<file path="src/rtl/cnfr_pkg.sv">
`default_nettype none

package cnfr_pkg;

  // Defaults for the top-level parameters
  localparam int DEF_MAX_MESSAGE_BYTES = 32;
  localparam int DEF_ADDRESS_COPIES    = 3;

  // Widest frame the count field of a command must hold (parameter range tops at 64)
  localparam int MAX_MESSAGE_BYTES_TOP = 64;
  localparam int CNT_W = $clog2(MAX_MESSAGE_BYTES_TOP + 1);

  localparam int BYTE_W    = 8;
  localparam int SIZE_W    = 6;
  localparam int LEN_W     = 6;
  localparam int CFG_IDX_W = 2;
  localparam int CFG_DATA_W = 8;

  localparam logic [BYTE_W-1:0] BCAST_ADDR = 8'd255;
  localparam logic [BYTE_W-1:0] CRC_POLY   = 8'h8C;

  // Reset values of the configuration registers
  localparam logic [BYTE_W-1:0] RST_STATION_ID   = 8'd0;
  localparam logic [SIZE_W-1:0] RST_MESSAGE_SIZE = 6'd32;
  localparam logic [BYTE_W-1:0] RST_START_CODE   = 8'd2;
  localparam logic [BYTE_W-1:0] RST_END_CODE     = 8'd3;

  localparam int QUEUE_DEPTH = 2;

  typedef enum logic [CFG_IDX_W-1:0] {
    CFG_STATION_ID   = 2'd0,
    CFG_MESSAGE_SIZE = 2'd1,
    CFG_START_CODE   = 2'd2,
    CFG_END_CODE     = 2'd3
  } cfg_reg_t;

  typedef struct packed {
    logic [BYTE_W-1:0] station_id;
    logic [SIZE_W-1:0] message_size;
    logic [BYTE_W-1:0] start_code;
    logic [BYTE_W-1:0] end_code;
  } cfg_t;

  typedef enum logic {
    CMD_STORE   = 1'b0,
    CMD_DELIVER = 1'b1
  } cmd_kind_t;

  // store: count = write index, data = byte
  // deliver: count = frame length, data = received CRC, check = compare CRC
  typedef struct packed {
    cmd_kind_t         kind;
    logic [CNT_W-1:0]  count;
    logic [BYTE_W-1:0] data;
    logic              err;
    logic              check;
  } cmd_t;

  typedef enum logic [1:0] {
    BK_IDLE,
    BK_FETCH,
    BK_LOAD,
    BK_SEND
  } bk_state_t;

  // One byte of reflected CRC-8
  function automatic logic [BYTE_W-1:0] crc8_step(input logic [BYTE_W-1:0] crc_in,
                                                  input logic [BYTE_W-1:0] b);
    logic [BYTE_W-1:0] c;
    logic [BYTE_W-1:0] d;
    logic              mix;
    c = crc_in;
    d = b;
    for (int k = 0; k < BYTE_W; k++) begin
      mix = c[0] ^ d[0];
      c   = c >> 1;
      if (mix) begin
        c = c ^ CRC_POLY;
      end
      d = d >> 1;
    end
    return c;
  endfunction

endpackage

`default_nettype wire

</file>
<file path="src/rtl/cnfr_front.sv">
`default_nettype none

module cnfr_front import cnfr_pkg::*; #(
  parameter int MAX_MESSAGE_BYTES = DEF_MAX_MESSAGE_BYTES,
  parameter int ADDRESS_COPIES    = DEF_ADDRESS_COPIES
) (
  input  wire logic              clk,
  input  wire logic              rst,
  input  wire cfg_t              cfg,
  input  wire logic [BYTE_W-1:0] rx_byte,
  input  wire logic              in_valid,
  input  wire logic              push_ready,
  output logic                   push,
  output cmd_t                   push_cmd
);

  localparam int CW       = $clog2(MAX_MESSAGE_BYTES + 1);
  localparam int CCW      = $clog2(ADDRESS_COPIES + 1);
  localparam int AIW      = (ADDRESS_COPIES > 1) ? $clog2(ADDRESS_COPIES) : 1;
  localparam int VOTE_MIN = ADDRESS_COPIES / 2;
  localparam int CMPW     = (CW > SIZE_W) ? CW : SIZE_W;

  logic              in_frame, in_frame_next;
  logic              end_seen, end_seen_next;
  logic              error_seen, error_seen_next;
  logic              addressed, addressed_next;
  logic [CCW-1:0]    copy_count, copy_count_next;
  logic              high_half, high_half_next;
  logic [BYTE_W-1:0] assembled_byte, assembled_byte_next;
  logic [CW-1:0]     byte_count, byte_count_next;
  logic [BYTE_W-1:0] copies [ADDRESS_COPIES];
  logic              copy_we;

  // Hamming distances to start, end and the nearest nibble code
  logic [3:0] dist_start, dist_end, dist_nib;
  logic [3:0] d16 [16];
  logic [3:0] d8 [8];
  logic [3:0] d4 [4];
  logic [3:0] d2 [2];
  logic       is_start, is_end, legal;

  logic [ADDRESS_COPIES-1:0] mine_vec, bcast_vec;
  logic [CCW-1:0]            mine_cnt, bcast_cnt;
  logic                      vote;
  logic                      below_limit;
  logic                      accept;
  logic [BYTE_W-1:0]         copy_val;

  function automatic logic [3:0] pop8(input logic [BYTE_W-1:0] v);
    return 4'($countones(v));
  endfunction

  function automatic logic [3:0] min4(input logic [3:0] a, input logic [3:0] b);
    return (b < a) ? b : a;
  endfunction

  always_comb begin
    for (int h = 0; h < 16; h++) begin
      d16[h] = pop8(rx_byte ^ {4'(h), ~4'(h)});
    end
    for (int i = 0; i < 8; i++) begin
      d8[i] = min4(d16[2*i], d16[2*i+1]);
    end
    for (int i = 0; i < 4; i++) begin
      d4[i] = min4(d8[2*i], d8[2*i+1]);
    end
    for (int i = 0; i < 2; i++) begin
      d2[i] = min4(d4[2*i], d4[2*i+1]);
    end
    dist_nib   = min4(d2[0], d2[1]);
    dist_start = pop8(rx_byte ^ cfg.start_code);
    dist_end   = pop8(rx_byte ^ cfg.end_code);
  end

  // Start wins any tie; end wins ties with the nibble codes
  assign is_start = (dist_start <= dist_end) && (dist_start <= dist_nib);
  assign is_end   = (dist_end <= dist_nib) &&
                    ((dist_end < dist_start) || (cfg.start_code == cfg.end_code));
  assign legal    = (dist_start == 4'd0) || (dist_end == 4'd0) || (dist_nib == 4'd0);

  // Vote sees the incoming byte in place of the copy slot it is about to fill
  always_comb begin
    for (int i = 0; i < ADDRESS_COPIES; i++) begin
      copy_val     = (CCW'(i) == copy_count) ? rx_byte : copies[i];
      mine_vec[i]  = (copy_val == cfg.station_id);
      bcast_vec[i] = (copy_val == BCAST_ADDR);
    end
  end

  assign mine_cnt  = CCW'($countones(mine_vec));
  assign bcast_cnt = CCW'($countones(bcast_vec));
  assign vote      = (mine_cnt >= CCW'(VOTE_MIN)) || (bcast_cnt >= CCW'(VOTE_MIN));

  assign below_limit = (CMPW'(byte_count) < CMPW'(cfg.message_size)) &&
                       (CMPW'(byte_count) < CMPW'(MAX_MESSAGE_BYTES));

  assign accept = in_valid && push_ready;

  always_comb begin
    in_frame_next       = in_frame;
    end_seen_next       = end_seen;
    error_seen_next     = error_seen;
    addressed_next      = addressed;
    copy_count_next     = copy_count;
    high_half_next      = high_half;
    assembled_byte_next = assembled_byte;
    byte_count_next     = byte_count;
    copy_we             = 1'b0;
    push                = 1'b0;
    push_cmd            = '0;

    if (accept) begin
      if (!in_frame) begin
        if (is_start) begin
          in_frame_next   = 1'b1;
          end_seen_next   = 1'b0;
          byte_count_next = '0;
          high_half_next  = 1'b1;
        end else begin
          end_seen_next   = 1'b0;
          error_seen_next = 1'b0;
          addressed_next  = 1'b0;
          copy_count_next = '0;
          byte_count_next = '0;
        end
      end else if (copy_count < CCW'(ADDRESS_COPIES)) begin
        copy_we         = 1'b1;
        copy_count_next = copy_count + CCW'(1);
        if (copy_count == CCW'(ADDRESS_COPIES - 1)) begin
          addressed_next = vote;
        end
      end else if (is_end) begin
        end_seen_next = 1'b1;
      end else begin
        error_seen_next = error_seen || !legal;
        if (high_half) begin
          assembled_byte_next = {4'h0, rx_byte[7:4]};
          high_half_next      = 1'b0;
        end else begin
          assembled_byte_next = {assembled_byte[3:0], rx_byte[7:4]};
          high_half_next      = 1'b1;
        end

        if (end_seen && !high_half) begin
          // CRC byte complete: frame ends
          in_frame_next   = 1'b0;
          end_seen_next   = 1'b0;
          error_seen_next = 1'b0;
          addressed_next  = 1'b0;
          copy_count_next = '0;
          byte_count_next = '0;
          if (addressed) begin
            push           = 1'b1;
            push_cmd.kind  = CMD_DELIVER;
            push_cmd.count = CNT_W'(byte_count);
            push_cmd.data  = assembled_byte_next;
            push_cmd.err   = error_seen || !legal;
            push_cmd.check = 1'b1;
          end
        end else if (addressed && !high_half) begin
          push = 1'b1;
          if (below_limit) begin
            push_cmd.kind   = CMD_STORE;
            push_cmd.count  = CNT_W'(byte_count);
            push_cmd.data   = assembled_byte_next;
            byte_count_next = byte_count + CW'(1);
          end else begin
            // overflow: flush what is stored, flagged
            push_cmd.kind   = CMD_DELIVER;
            push_cmd.count  = CNT_W'(byte_count);
            push_cmd.err    = 1'b1;
            push_cmd.check  = 1'b0;
            in_frame_next   = 1'b0;
            end_seen_next   = 1'b0;
            error_seen_next = 1'b0;
            addressed_next  = 1'b0;
            copy_count_next = '0;
            byte_count_next = '0;
          end
        end
      end
    end
  end

  always_ff @(posedge clk) begin
    if (rst) begin
      in_frame       <= 1'b0;
      end_seen       <= 1'b0;
      error_seen     <= 1'b0;
      addressed      <= 1'b0;
      copy_count     <= '0;
      high_half      <= 1'b1;
      assembled_byte <= '0;
      byte_count     <= '0;
    end else begin
      in_frame       <= in_frame_next;
      end_seen       <= end_seen_next;
      error_seen     <= error_seen_next;
      addressed      <= addressed_next;
      copy_count     <= copy_count_next;
      high_half      <= high_half_next;
      assembled_byte <= assembled_byte_next;
      byte_count     <= byte_count_next;
    end
  end

  always_ff @(posedge clk) begin
    if (copy_we) begin
      copies[copy_count[AIW-1:0]] <= rx_byte;
    end
  end

  a_copy_count_range: assert property (@(posedge clk) disable iff (rst)
    copy_count <= CCW'(ADDRESS_COPIES))
    else $error("address copy count past the number of copies");

  a_store_in_bounds: assert property (@(posedge clk) disable iff (rst)
    (push && push_cmd.kind == CMD_STORE) |-> (push_cmd.count < CNT_W'(MAX_MESSAGE_BYTES)))
    else $error("store index beyond message store");

endmodule

`default_nettype wire

</file>
<file path="src/rtl/cnfr_queue.sv">
`default_nettype none

module cnfr_queue import cnfr_pkg::*; (
  input  wire logic clk,
  input  wire logic rst,
  input  wire logic push,
  input  wire cmd_t push_cmd,
  output logic      push_ready,
  input  wire logic pop,
  output cmd_t      pop_cmd,
  output logic      pop_valid
);

  localparam int QPW = (QUEUE_DEPTH > 1) ? $clog2(QUEUE_DEPTH) : 1;
  localparam int QCW = $clog2(QUEUE_DEPTH + 1);

  cmd_t           entries [QUEUE_DEPTH];
  logic [QPW-1:0] wr_ptr, rd_ptr;
  logic [QCW-1:0] count;
  logic           do_push, do_pop;

  assign push_ready = (count != QCW'(QUEUE_DEPTH));
  assign pop_valid  = (count != '0);
  assign pop_cmd    = entries[rd_ptr];
  assign do_push    = push && push_ready;
  assign do_pop     = pop && pop_valid;

  always_ff @(posedge clk) begin
    if (rst) begin
      wr_ptr <= '0;
      rd_ptr <= '0;
      count  <= '0;
    end else begin
      if (do_push) begin
        wr_ptr <= (wr_ptr == QPW'(QUEUE_DEPTH - 1)) ? '0 : wr_ptr + QPW'(1);
      end
      if (do_pop) begin
        rd_ptr <= (rd_ptr == QPW'(QUEUE_DEPTH - 1)) ? '0 : rd_ptr + QPW'(1);
      end
      unique case ({do_push, do_pop})
        2'b10:   count <= count + QCW'(1);
        2'b01:   count <= count - QCW'(1);
        default: count <= count;
      endcase
    end
  end

  always_ff @(posedge clk) begin
    if (do_push) begin
      entries[wr_ptr] <= push_cmd;
    end
  end

  a_no_push_when_full: assert property (@(posedge clk) disable iff (rst)
    push |-> push_ready)
    else $error("command pushed into a full queue");

endmodule

`default_nettype wire

</file>
<file path="src/rtl/cnfr_back.sv">
`default_nettype none

module cnfr_back import cnfr_pkg::*; #(
  parameter int MAX_MESSAGE_BYTES = DEF_MAX_MESSAGE_BYTES
) (
  input  wire logic              clk,
  input  wire logic              rst,
  input  wire cmd_t              cmd,
  input  wire logic              cmd_valid,
  output logic                   cmd_pop,
  output logic [BYTE_W-1:0]      data_byte,
  output logic                   data_valid,
  output logic                   frame_error,
  output logic [LEN_W-1:0]       frame_length,
  output logic                   last,
  output logic                   out_valid,
  input  wire logic              out_ready
);

  localparam int MW = (MAX_MESSAGE_BYTES > 1) ? $clog2(MAX_MESSAGE_BYTES) : 1;

  bk_state_t         state, state_next;
  logic [BYTE_W-1:0] mem [MAX_MESSAGE_BYTES];
  logic [BYTE_W-1:0] rd_data;
  logic [BYTE_W-1:0] crc;
  logic [BYTE_W-1:0] crc_eff;
  logic [CNT_W-1:0]  len;
  logic [CNT_W-1:0]  idx;
  logic              err_r;
  logic              err_eff;
  logic              mem_we;
  logic              start_deliver;
  logic              load_out;
  logic              advance;

  // Empty frame checks against the CRC of nothing
  assign crc_eff = (cmd.count == '0) ? '0 : crc;
  assign err_eff = cmd.err || (cmd.check && (crc_eff != cmd.data));

  always_comb begin
    state_next = state;
    unique case (state)
      BK_IDLE: begin
        if (cmd_valid && cmd.kind == CMD_DELIVER) begin
          state_next = (cmd.count == '0) ? BK_SEND : BK_FETCH;
        end
      end
      BK_FETCH: state_next = BK_LOAD;
      BK_LOAD:  state_next = BK_SEND;
      BK_SEND: begin
        if (out_ready) begin
          state_next = last ? BK_IDLE : BK_FETCH;
        end
      end
      default:  state_next = BK_IDLE;
    endcase
  end

  always_comb begin
    cmd_pop       = (state == BK_IDLE) && cmd_valid;
    mem_we        = cmd_pop && (cmd.kind == CMD_STORE);
    start_deliver = cmd_pop && (cmd.kind == CMD_DELIVER);
    load_out      = (state == BK_LOAD);
    out_valid     = (state == BK_SEND);
    advance       = (state == BK_SEND) && out_ready && !last;
  end

  always_ff @(posedge clk) begin
    if (rst) begin
      state <= BK_IDLE;
    end else begin
      state <= state_next;
    end
  end

  always_ff @(posedge clk) begin
    if (mem_we) begin
      crc <= crc8_step((cmd.count == '0) ? '0 : crc, cmd.data);
    end
    if (start_deliver) begin
      len   <= cmd.count;
      err_r <= err_eff;
      idx   <= '0;
      if (cmd.count == '0) begin
        data_byte    <= '0;
        data_valid   <= 1'b0;
        frame_error  <= err_eff;
        frame_length <= '0;
        last         <= 1'b1;
      end
    end
    if (load_out) begin
      data_byte    <= rd_data;
      data_valid   <= 1'b1;
      frame_error  <= err_r;
      frame_length <= len[LEN_W-1:0];
      last         <= (idx + CNT_W'(1) == len);
    end
    if (advance) begin
      idx <= idx + CNT_W'(1);
    end
  end

  always_ff @(posedge clk) begin
    if (mem_we) begin
      mem[cmd.count[MW-1:0]] <= cmd.data;
    end
    rd_data <= mem[idx[MW-1:0]];
  end

  a_empty_result_shape: assert property (@(posedge clk) disable iff (rst)
    (out_valid && !data_valid) |-> (last && data_byte == '0))
    else $error("empty-frame result malformed");

  a_load_in_range: assert property (@(posedge clk) disable iff (rst)
    (state == BK_LOAD) |-> (idx < len))
    else $error("read index past frame length");

  a_deliver_busy: assert property (@(posedge clk) disable iff (rst)
    start_deliver |=> (state != BK_IDLE))
    else $error("delivery command dropped");

endmodule

`default_nettype wire

</file>
<file path="src/rtl/complemented_nibble_frame_receiver.sv">
// Channel  | Handshake            | Payload
// ---------+----------------------+------------------------------------------------
// rx in    | in_valid / in_ready  | rx_byte
// result   | out_valid/ out_ready | data_byte, data_valid, frame_error,
//          |                      | frame_length, last
// config   | cfg_write            | cfg_index, cfg_data (no wait, no read-back)
//
// Front end takes one rx byte per cycle while the command queue (2 deep) has room.
// Back end: a stored data byte is written straight from idle; a delivered frame steps
//   each result through memory fetch, load and send, and keeps it busy until its last result.
// The front stalls (in_ready low) only while both queue slots are occupied.
// rst is synchronous, active high; it clears control state and restores config defaults.
// out_valid stalls keep the result register and back end held; the front runs on until the queue fills.
`default_nettype none

module complemented_nibble_frame_receiver import cnfr_pkg::*; #(
  parameter int MAX_MESSAGE_BYTES = DEF_MAX_MESSAGE_BYTES,
  parameter int ADDRESS_COPIES    = DEF_ADDRESS_COPIES
) (
  input  wire logic                  clk,
  input  wire logic                  rst,
  // configuration
  input  wire logic                  cfg_write,
  input  wire logic [CFG_IDX_W-1:0]  cfg_index,
  input  wire logic [CFG_DATA_W-1:0] cfg_data,
  // receive bytes
  input  wire logic                  in_valid,
  output logic                       in_ready,
  input  wire logic [BYTE_W-1:0]     rx_byte,
  // delivered message bytes
  output logic                       out_valid,
  input  wire logic                  out_ready,
  output logic [BYTE_W-1:0]          data_byte,
  output logic                       data_valid,
  output logic                       frame_error,
  output logic [LEN_W-1:0]           frame_length,
  output logic                       last
);

  cfg_t cfg;

  // Command path: front -> queue -> back
  logic push, push_ready;
  cmd_t push_cmd;
  logic pop, pop_valid;
  cmd_t pop_cmd;

  // Configuration registers; the user must write them only while the block is quiet, the block does not enforce it
  always_ff @(posedge clk) begin
    if (rst) begin
      cfg.station_id   <= RST_STATION_ID;
      cfg.message_size <= RST_MESSAGE_SIZE;
      cfg.start_code   <= RST_START_CODE;
      cfg.end_code     <= RST_END_CODE;
    end else if (cfg_write) begin
      unique case (cfg_reg_t'(cfg_index))
        CFG_STATION_ID:   cfg.station_id   <= cfg_data;
        CFG_MESSAGE_SIZE: cfg.message_size <= cfg_data[SIZE_W-1:0];
        CFG_START_CODE:   cfg.start_code   <= cfg_data;
        CFG_END_CODE:     cfg.end_code     <= cfg_data;
        default:          cfg.station_id   <= cfg.station_id;
      endcase
    end
  end

  // A byte is accepted exactly when the queue can take whatever it produces
  assign in_ready = push_ready;

  // Front: code matching, address vote, nibble assembly, frame tracking
  cnfr_front #(
    .MAX_MESSAGE_BYTES (MAX_MESSAGE_BYTES),
    .ADDRESS_COPIES    (ADDRESS_COPIES)
  ) u_front (
    .clk        (clk),
    .rst        (rst),
    .cfg        (cfg),
    .rx_byte    (rx_byte),
    .in_valid   (in_valid),
    .push_ready (push_ready),
    .push       (push),
    .push_cmd   (push_cmd)
  );

  // Decouples byte intake from frame delivery
  cnfr_queue u_queue (
    .clk        (clk),
    .rst        (rst),
    .push       (push),
    .push_cmd   (push_cmd),
    .push_ready (push_ready),
    .pop        (pop),
    .pop_cmd    (pop_cmd),
    .pop_valid  (pop_valid)
  );

  // Back: message store, running CRC, result sequencing
  cnfr_back #(
    .MAX_MESSAGE_BYTES (MAX_MESSAGE_BYTES)
  ) u_back (
    .clk          (clk),
    .rst          (rst),
    .cmd          (pop_cmd),
    .cmd_valid    (pop_valid),
    .cmd_pop      (pop),
    .data_byte    (data_byte),
    .data_valid   (data_valid),
    .frame_error  (frame_error),
    .frame_length (frame_length),
    .last         (last),
    .out_valid    (out_valid),
    .out_ready    (out_ready)
  );

endmodule

`default_nettype wire
</file>
<file path="config.mk">
export PLATFORM = sky130hd
export DESIGN_NAME = complemented_nibble_frame_receiver
export DESIGN_NICKNAME = d
export VERILOG_FILES = /design/src/rtl/cnfr_pkg.sv /design/src/rtl/cnfr_front.sv /design/src/rtl/cnfr_queue.sv /design/src/rtl/cnfr_back.sv /design/src/rtl/complemented_nibble_frame_receiver.sv
export SDC_FILE = /design/constraint.sdc
export NUM_CORES = 1
export LEC_CHECK = 0
export BUFFER_PORTS_ARGS = -buffer_cell sky130_fd_sc_hd__buf_2
export CAP_MARGIN = 20
export CORE_ASPECT_RATIO = 0.75
export CORE_UTILIZATION = 58
export DETAILED_ROUTE_END_ITERATION = 6
export MAX_ROUTING_LAYER = met4
export PLACE_DENSITY = 0.71
export REMOVE_ABC_BUFFERS = 1
export SLEW_MARGIN = 5
export SYNTH_ARGS = -nofsm -noshare
export SYNTH_HDL_FRONTEND = slang
export SYNTH_SLANG_ARGS = --single-unit
</file>
<file path="constraint.sdc">
create_clock -name clk -period 12.3 [get_ports clk]
set_input_delay 1.23 -clock clk [delete_from_list [all_inputs] [get_ports clk]]
set_output_delay 1.23 -clock clk [all_outputs]
set_load 0.01 [all_outputs]
</file>
=== After elaboration in Yosys (flattened, before gate mapping) ===
Memories as Yosys holds them, arrays and structs flattened. A register that Yosys moved wholly into a read port is not among the register bits.
Cells that the tools add are included.

* Input port bits: 23
* Word-level logic and storage cells: 426
* Memory bits (writable): 316
* Register bits: 93
* Memories kept: 3
* Output and inout port bits: 19

* Bitwise operators: 37
* Eq/ne operators: 33
* Magnitude comparators: 24
* Reduce and logical (&&, ||, !) cells: 51
* Muxes and demuxes: 127
* $add $sub $neg: 125

{| class="wikitable"
|+ Memory list
! name !! words !! bits a word !! rd ports !! clocked after Yosys merged registers in !! wr ports !! line !! source
|-
| u_back.mem || 32 || 8 || 1 || 1 || 1 || cnfr_back.sv:23 || <nowiki>logic [BYTE_W-1:0] mem [MAX_MESSAGE_BYTES];</nowiki>
|-
| u_queue.entries || 2 || 18 || 1 || 1 || 1 || cnfr_queue.sv:17 || <nowiki>cmd_t entries [QUEUE_DEPTH];</nowiki>
|-
| u_front.copies || 3 || 8 || 3 || 0 || 1 || cnfr_front.sv:31 || <nowiki>logic [BYTE_W-1:0] copies [ADDRESS_COPIES];</nowiki>
|}

{| class="wikitable"
|+ Operators with widths
! operator !! number
|-
| $add 4x4->4 || 54
|-
| $mux 8 || 24
|-
| $mux 18 || 7
|-
| $add 1x1->2 || 62
|-
| $lt 4x4->1 || 16
|-
| $mux 4 || 16
|-
| $not 4->4 || 16
|-
| $mux 1 || 56
|-
| $mux 6 || 9
|-
| $eq 8x8->1 || 4
|-
| $eq 8x8->1 const B || 3
|-
| $not 2->3 || 8
|-
| $mux 2 || 11
|-
| $reduce_and 4->1 || 5
|-
| $ne 4x4->1 const B || 4
|-
| $xor 8x8->8 || 2
|-
| $logic_and 1x1->1 || 15
|-
| $mux 7 || 2
|-
| $reduce_and 2->1 || 7
|-
| $eq 2x2->1 const B || 6
|-
| $le 4x4->1 || 3
|-
| $logic_not 4->1 || 3
|-
| $reduce_bool 2->1 || 6
|-
| $ne 3x3->1 const B || 3
|-
| 27 further kinds || 55
|}

=== Logic depth before layout (Yosys ltp) ===
* Word-level depth: 25
* Mapped depth: 53

=== Modules after synthesis ===
A second synthesis with hierarchy kept.

* Cells, all modules: 1688
* Area, all modules: 23286.1 um^2

{| class="wikitable"
|+ Modules (own cells, without submodules)
! module !! times used !! cells an instance !! area each (um^2)
|-
| cnfr_back || 1 || 601 || 12359.4
|-
| cnfr_front || 1 || 894 || 8202.9
|-
| cnfr_queue || 1 || 80 || 1516.5
|-
| complemented_nibble_frame_receiver || 1 || 113 || 1207.4
|}

=== Worst setup path after synthesis ===
No wires, ideal clock.

* Path kind: input-to-reg
* From: input rx_byte[0]
* To: memory u_queue.entries[0][0] (netlist bit), enable pin
* Required time: 11910 ps
* Arrival time: 10965 ps
* Setup time: 390 ps
* Buffers on the path: 2
* Stages: 43
* Slack: 944 ps
* Cell sequence: clkbuf_1 -> inv_1 -> ha_1 -> inv_1 -> ha_1 -> inv_1 -> ha_1 -> or2_2 -> fa_1 -> ha_1 -> fa_1 -> inv_1 -> ha_1 -> a21oi_1 -> nor2_1 -> nor3_1 -> mux2_2 -> maj3_1 -> [... 7 more ...] -> mux2_2 -> inv_1 -> ha_1 -> a21oi_1 -> nor2_1 -> o31ai_4 -> mux2_2 -> ha_1 -> nor2b_1 -> o21a_1 -> o21ai_0 -> nand2b_1 -> a22o_1 -> nor3b_2 -> and3_1 -> clkbuf_1 -> inv_1 -> nor2_1

* Longest elaborated chain between the ends: 21

{| class="wikitable"
|+ RTL lines
! what !! line !! source
|-
| from (decl) || complemented_nibble_frame_receiver.sv:29 || <nowiki>input wire logic [BYTE_W-1:0] rx_byte,</nowiki>
|-
| $not 4->4 (no source line) || n/a ||
|-
| $add 1x1->2 (not written as such) || cnfr_front.sv:50 || <nowiki>return 4'($countones(v));</nowiki>
|-
| $add 4x4->4 (not written as such) (2 in a row) || cnfr_front.sv:50 ||
|-
| $lt 4x4->1 || cnfr_front.sv:54 || <nowiki>return (b < a) ? b : a;</nowiki>
|-
| $mux 4 || cnfr_front.sv:54 ||
|-
| $lt 4x4->1 || cnfr_front.sv:54 ||
|-
| $mux 4 || cnfr_front.sv:54 ||
|-
| $lt 4x4->1 || cnfr_front.sv:54 ||
|-
| [... 4 more ...] || n/a ||
|-
| $logic_and 1x1->1 * || cnfr_front.sv:77 || <nowiki>assign is_end = (dist_end <= dist_nib) &&</nowiki>
|-
| $mux 1 * || cnfr_front.sv:132 || <nowiki>end else if (is_end) begin</nowiki>
|-
| $mux 1 * || cnfr_front.sv:126 || <nowiki>end else if (copy_count < CCW'(ADDRESS_COPIES)) begin</nowiki>
|-
| $mux 1 * || cnfr_front.sv:113 || <nowiki>if (!in_frame) begin</nowiki>
|-
| $mux 1 * || cnfr_front.sv:112 || <nowiki>if (accept) begin</nowiki>
|-
| $logic_and 1x1->1 * || cnfr_queue.sv:25 || <nowiki>assign do_push = push && push_ready;</nowiki>
|-
| $mux 1 * || cnfr_queue.sv:49 || <nowiki>if (do_push) begin</nowiki>
|-
| $mux 1 (not written as such) * || cnfr_queue.sv:50 || <nowiki>entries[wr_ptr] <= push_cmd;</nowiki>
|-
| to (decl) || cnfr_queue.sv:17 ||
|}

Every way passes the cells marked *; elsewhere a longest branch is shown, timed or not.

=== Worst setup path after layout ===
* From: input rx_byte[4]
* To: register u_queue.count[1]

* Longest elaborated chain between the ends: 21

{| class="wikitable"
|+ RTL lines
! what !! line !! source
|-
| $not 4->4 (no source line) || n/a ||
|-
| $add 1x1->2 (not written as such) || cnfr_front.sv:50 ||
|-
| $add 4x4->4 (not written as such) (2 in a row) || cnfr_front.sv:50 ||
|-
| $lt 4x4->1 || cnfr_front.sv:54 ||
|-
| $mux 4 || cnfr_front.sv:54 ||
|-
| $lt 4x4->1 || cnfr_front.sv:54 ||
|-
| $mux 4 || cnfr_front.sv:54 ||
|-
| $lt 4x4->1 || cnfr_front.sv:54 ||
|-
| [... 4 more ...] || n/a ||
|-
| $logic_and 1x1->1 * || cnfr_front.sv:77 ||
|-
| $mux 1 * || cnfr_front.sv:132 ||
|-
| $mux 1 * || cnfr_front.sv:126 ||
|-
| $mux 1 * || cnfr_front.sv:113 ||
|-
| $mux 1 * || cnfr_front.sv:112 ||
|-
| $logic_and 1x1->1 * || cnfr_queue.sv:25 ||
|-
| $eq 2x1->1 or $eq 2x2->1 (tied branches) || cnfr_queue.sv:40 || <nowiki>unique case ({do_push, do_pop})</nowiki>
|-
| $pmux 2 s2 or $reduce_bool 2->1 (tied branches) || n/a ||
|-
| to (signal assigned) || cnfr_queue.sv:41 || <nowiki>2'b10: count <= count + QCW'(1);</nowiki>
|-
| to (signal assigned) || cnfr_queue.sv:42 || <nowiki>2'b01: count <= count - QCW'(1);</nowiki>
|-
| to (signal assigned) || cnfr_queue.sv:43 || <nowiki>default: count <= count;</nowiki>
|-
| to (decl) || cnfr_queue.sv:19 || <nowiki>logic [QCW-1:0] count;</nowiki>
|}

Marked as above.
A chain may end at the register's enable or synchronous reset.

==> metrics <==
status=finished clean; fillers=2,773; clock slew at reported path FFs=70 ps; maximum vdd drop=0.000201 V; Initial DRC Count=1,043; final period utilization=91.1%; RSZ-0062 raised after global routing=false; setup TNS=0 ps; most common cell after layout, fill and taps aside=edfxtp_1; Root Buffer=clkbuf_16; Sink Count=415; largest net degree at the start of global routing=68; Die Width=229 um; Cells after Synth=1,670; most frequent cells in the layout=edfxtp_1, ha_1, inv_1; Top FF cell, synth=edfxtp_1; Power Dens Cells=234 nW/um^2; CP peak stage delay=600 ps; R2R Path Start=cfg[10]; register area share after synthesis=52.6%; Num CTS Buffers=40; Hold WS=485 ps; share of cells above drive strength 1=13.9%; Worst Tran Pin Value=1090 ps; Avg Cell Area, Syn=13.5 um^2; Hold Violations, Final=0; Die Footprint=39,600 um^2; antenna violations before repair=0; CP max FO=15; R2R Setup Slk=6970 ps; Core Area=38,200 um^2; crit path capture type=flip-flop; Layout Nets=1,961; Clock Skew=18.1 ps; yosys warns=0; Max-Cap Viols=0; CTS tree=built; placed instance area=23,200 um^2; Final Slew Violations=0; slew margin rel.=27.4%; Worst Setup EP=u_queue.count[1]; post-synthesis async set-or-reset flop share=0%; clk_lat worst skew=570 ps; RD Place Congestion=0.854; critical path arrival=11,690 ps; flop and latch count out of synthesis=415; Antenna diodes=0; Critical path origin=rx_byte[4]; Ports=42; fin crit period=11,210 ps; unique cell type count in the Yosys netlist=76; vias in the first global route=13,166; crit path max-delay cell type=ha_1; PortBufs=41; number of flops mapped to enable cells by yosys=352; Routed WL=48.5 mm; DR vias=13,176; Leak=0.00973 uW; Design Area, Final=24,600 um^2; FF-to-FF path depth=18; H-Tree Level Count=2; min-delay worst type=flip-flop to flip-flop; Final Setup Violations=0; Antenna Nets Post-Route=0; Initial Util=58.8%; first-pass GRT wire length=75.7 mm; Max Clock Freq=0.0892 GHz; final core occ=64.4%; WL per Instance=21.4 um; total gr overflow=0; Critical Path Start Type=primary input; post_cts resized=0; post-DP HPWL=33.6 mm; P&R area growth vs syn=9.47%; overall power=5760 uW; critical path data required time=12,780 ps; setup bufs post-CTS=0; total global-route track usage=25.6%; reg2reg end=u_queue.count[1]; Die Y=173 um; Post-CTS Hold Fix Bufs=0; drt pass-1 iters=5; Top cell by count, worst path=ha_1; deepest clock path buffer count=3; std cell rows=62; DRC=0; Vias/cell=5.83; Post-Syn Area=22,500 um^2; critical path class=primary input to flip-flop
[metrics by stage]
| stage | std cells | worst slack (ps) |
|---|---|---|
| 2_1_floorplan | 1617 | 1350 |
| 3_3_place_gp | 2184 | 1150 |
| 3_5_place_dp | 2184 | 686 |
| 4_1_cts | 2257 | 1230 |
| 5_1_grt | 2261 | 310 |
| 6_report | 2261 | 1090 |
[critical path: cells and delay by family]
family | cells | cell delay [ps]
adder cells (fa/ha/maj) | 12 | 3930
AND/OR/NAND/NOR | 11 | 2030
AO/OA/AOI/OAI | 10 | 1900
multiplexers | 4 | 1320
buffers and inverters | 8 | 1260
[flip-flops by register name (all words and copies together) (netlist names), 6 cells and up, named ones only]
signal and flops:
u_back.mem 256, u_back.rd_data 8, u_back.frame_length 6, u_queue.entries 34
u_back.data_byte 8, u_front.copies 24, u_back.crc 8, cfg 30
u_back.idx 7, u_front.byte_count 6, u_back.len 6
[worst min-delay path by stage]
stage,start,end,slack (ps),cells after the start
finish,u_back.data_valid,u_back.data_valid,490,1
global route,u_back.data_valid,u_back.data_valid,510,1
CTS,u_back.data_valid,u_back.data_valid,490,1
detailed placement,u_back.data_valid,u_back.data_valid,460,1
global placement,u_back.data_valid,u_back.data_valid,430,1
floorplan,u_front.assembled_byte[0],u_front.assembled_byte[0],450,2
[report_power, final]
group | leakage [uW] | internal [uW] | switching, uW | total (uW)
logic | 0.00522 | 1320 | 1660 | 2990
registers | 0.00386 | 1540 | 17.1 | 1560
clock network | 0.000647 | 681 | 535 | 1220
[logic make-up after synthesis]
kind of cell / share of synthesized area [%]
compound gates: 5.27
fa+ha+maj: 13.7
simple gates: 7.66
mux: 12.5
flops: 52.6
buf+inv: 3.50
xor+xnor: 4.82
[Yosys cell counts, types with 5 or more instances]
cell | count | area [um^2]
a21o_1 | 21 | 158
a21oi_1 | 51 | 255
a2bb2oi_1 | 5 | 43.8
and2_1 | 36 | 225
and3_1 | 7 | 43.8
buf_1 | 7 | 26.3
clkbuf_1 | 42 | 158
dfxtp_1 | 63 | 1260
edfxtp_1 | 352 | 10600
fa_1 | 39 | 781
ha_1 | 181 | 2260
inv_1 | 148 | 556
mux2_2 | 26 | 293
mux2i_1 | 70 | 701
mux4_2 | 80 | 1800
nand2_1 | 86 | 323
nand2b_1 | 12 | 75.1
nand3_1 | 11 | 55.1
nand3b_1 | 6 | 45.0
nand4_1 | 11 | 68.8
nor2_1 | 111 | 417
nor2b_1 | 22 | 138
nor3_1 | 19 | 95.1
nor4_1 | 9 | 56.3
o21ai_0 | 41 | 205
o21bai_1 | 6 | 45.0
o31ai_1 | 5 | 37.5
or2_2 | 5 | 31.3
xnor2_1 | 62 | 543
xor2_1 | 60 | 526
[layer usage]
metal | GRT usage, % | up-vias | share of wire (%)
li1 | - | 6159 | -
met1 | 37.0 | 6557 | 46
met2 | 39.0 | 400 | 47
met3 | 3.35 | 60 | 5.7
met4 | 5.72 | 0 | 1.8
met5 | - | - | 0
[final cells by class]
class	count	area [um^2]	share of cell area, %
clock inverters	24	228	0.924
multi-input cells	1054	9890	40.1
repair buffers	59	408	1.66
clock buffers	49	1090	4.41
well taps	512	641	2.60
flip-flops and latches	415	11800	48.0
inverters	148	556	2.25
(Power assumes the default switching activity.)
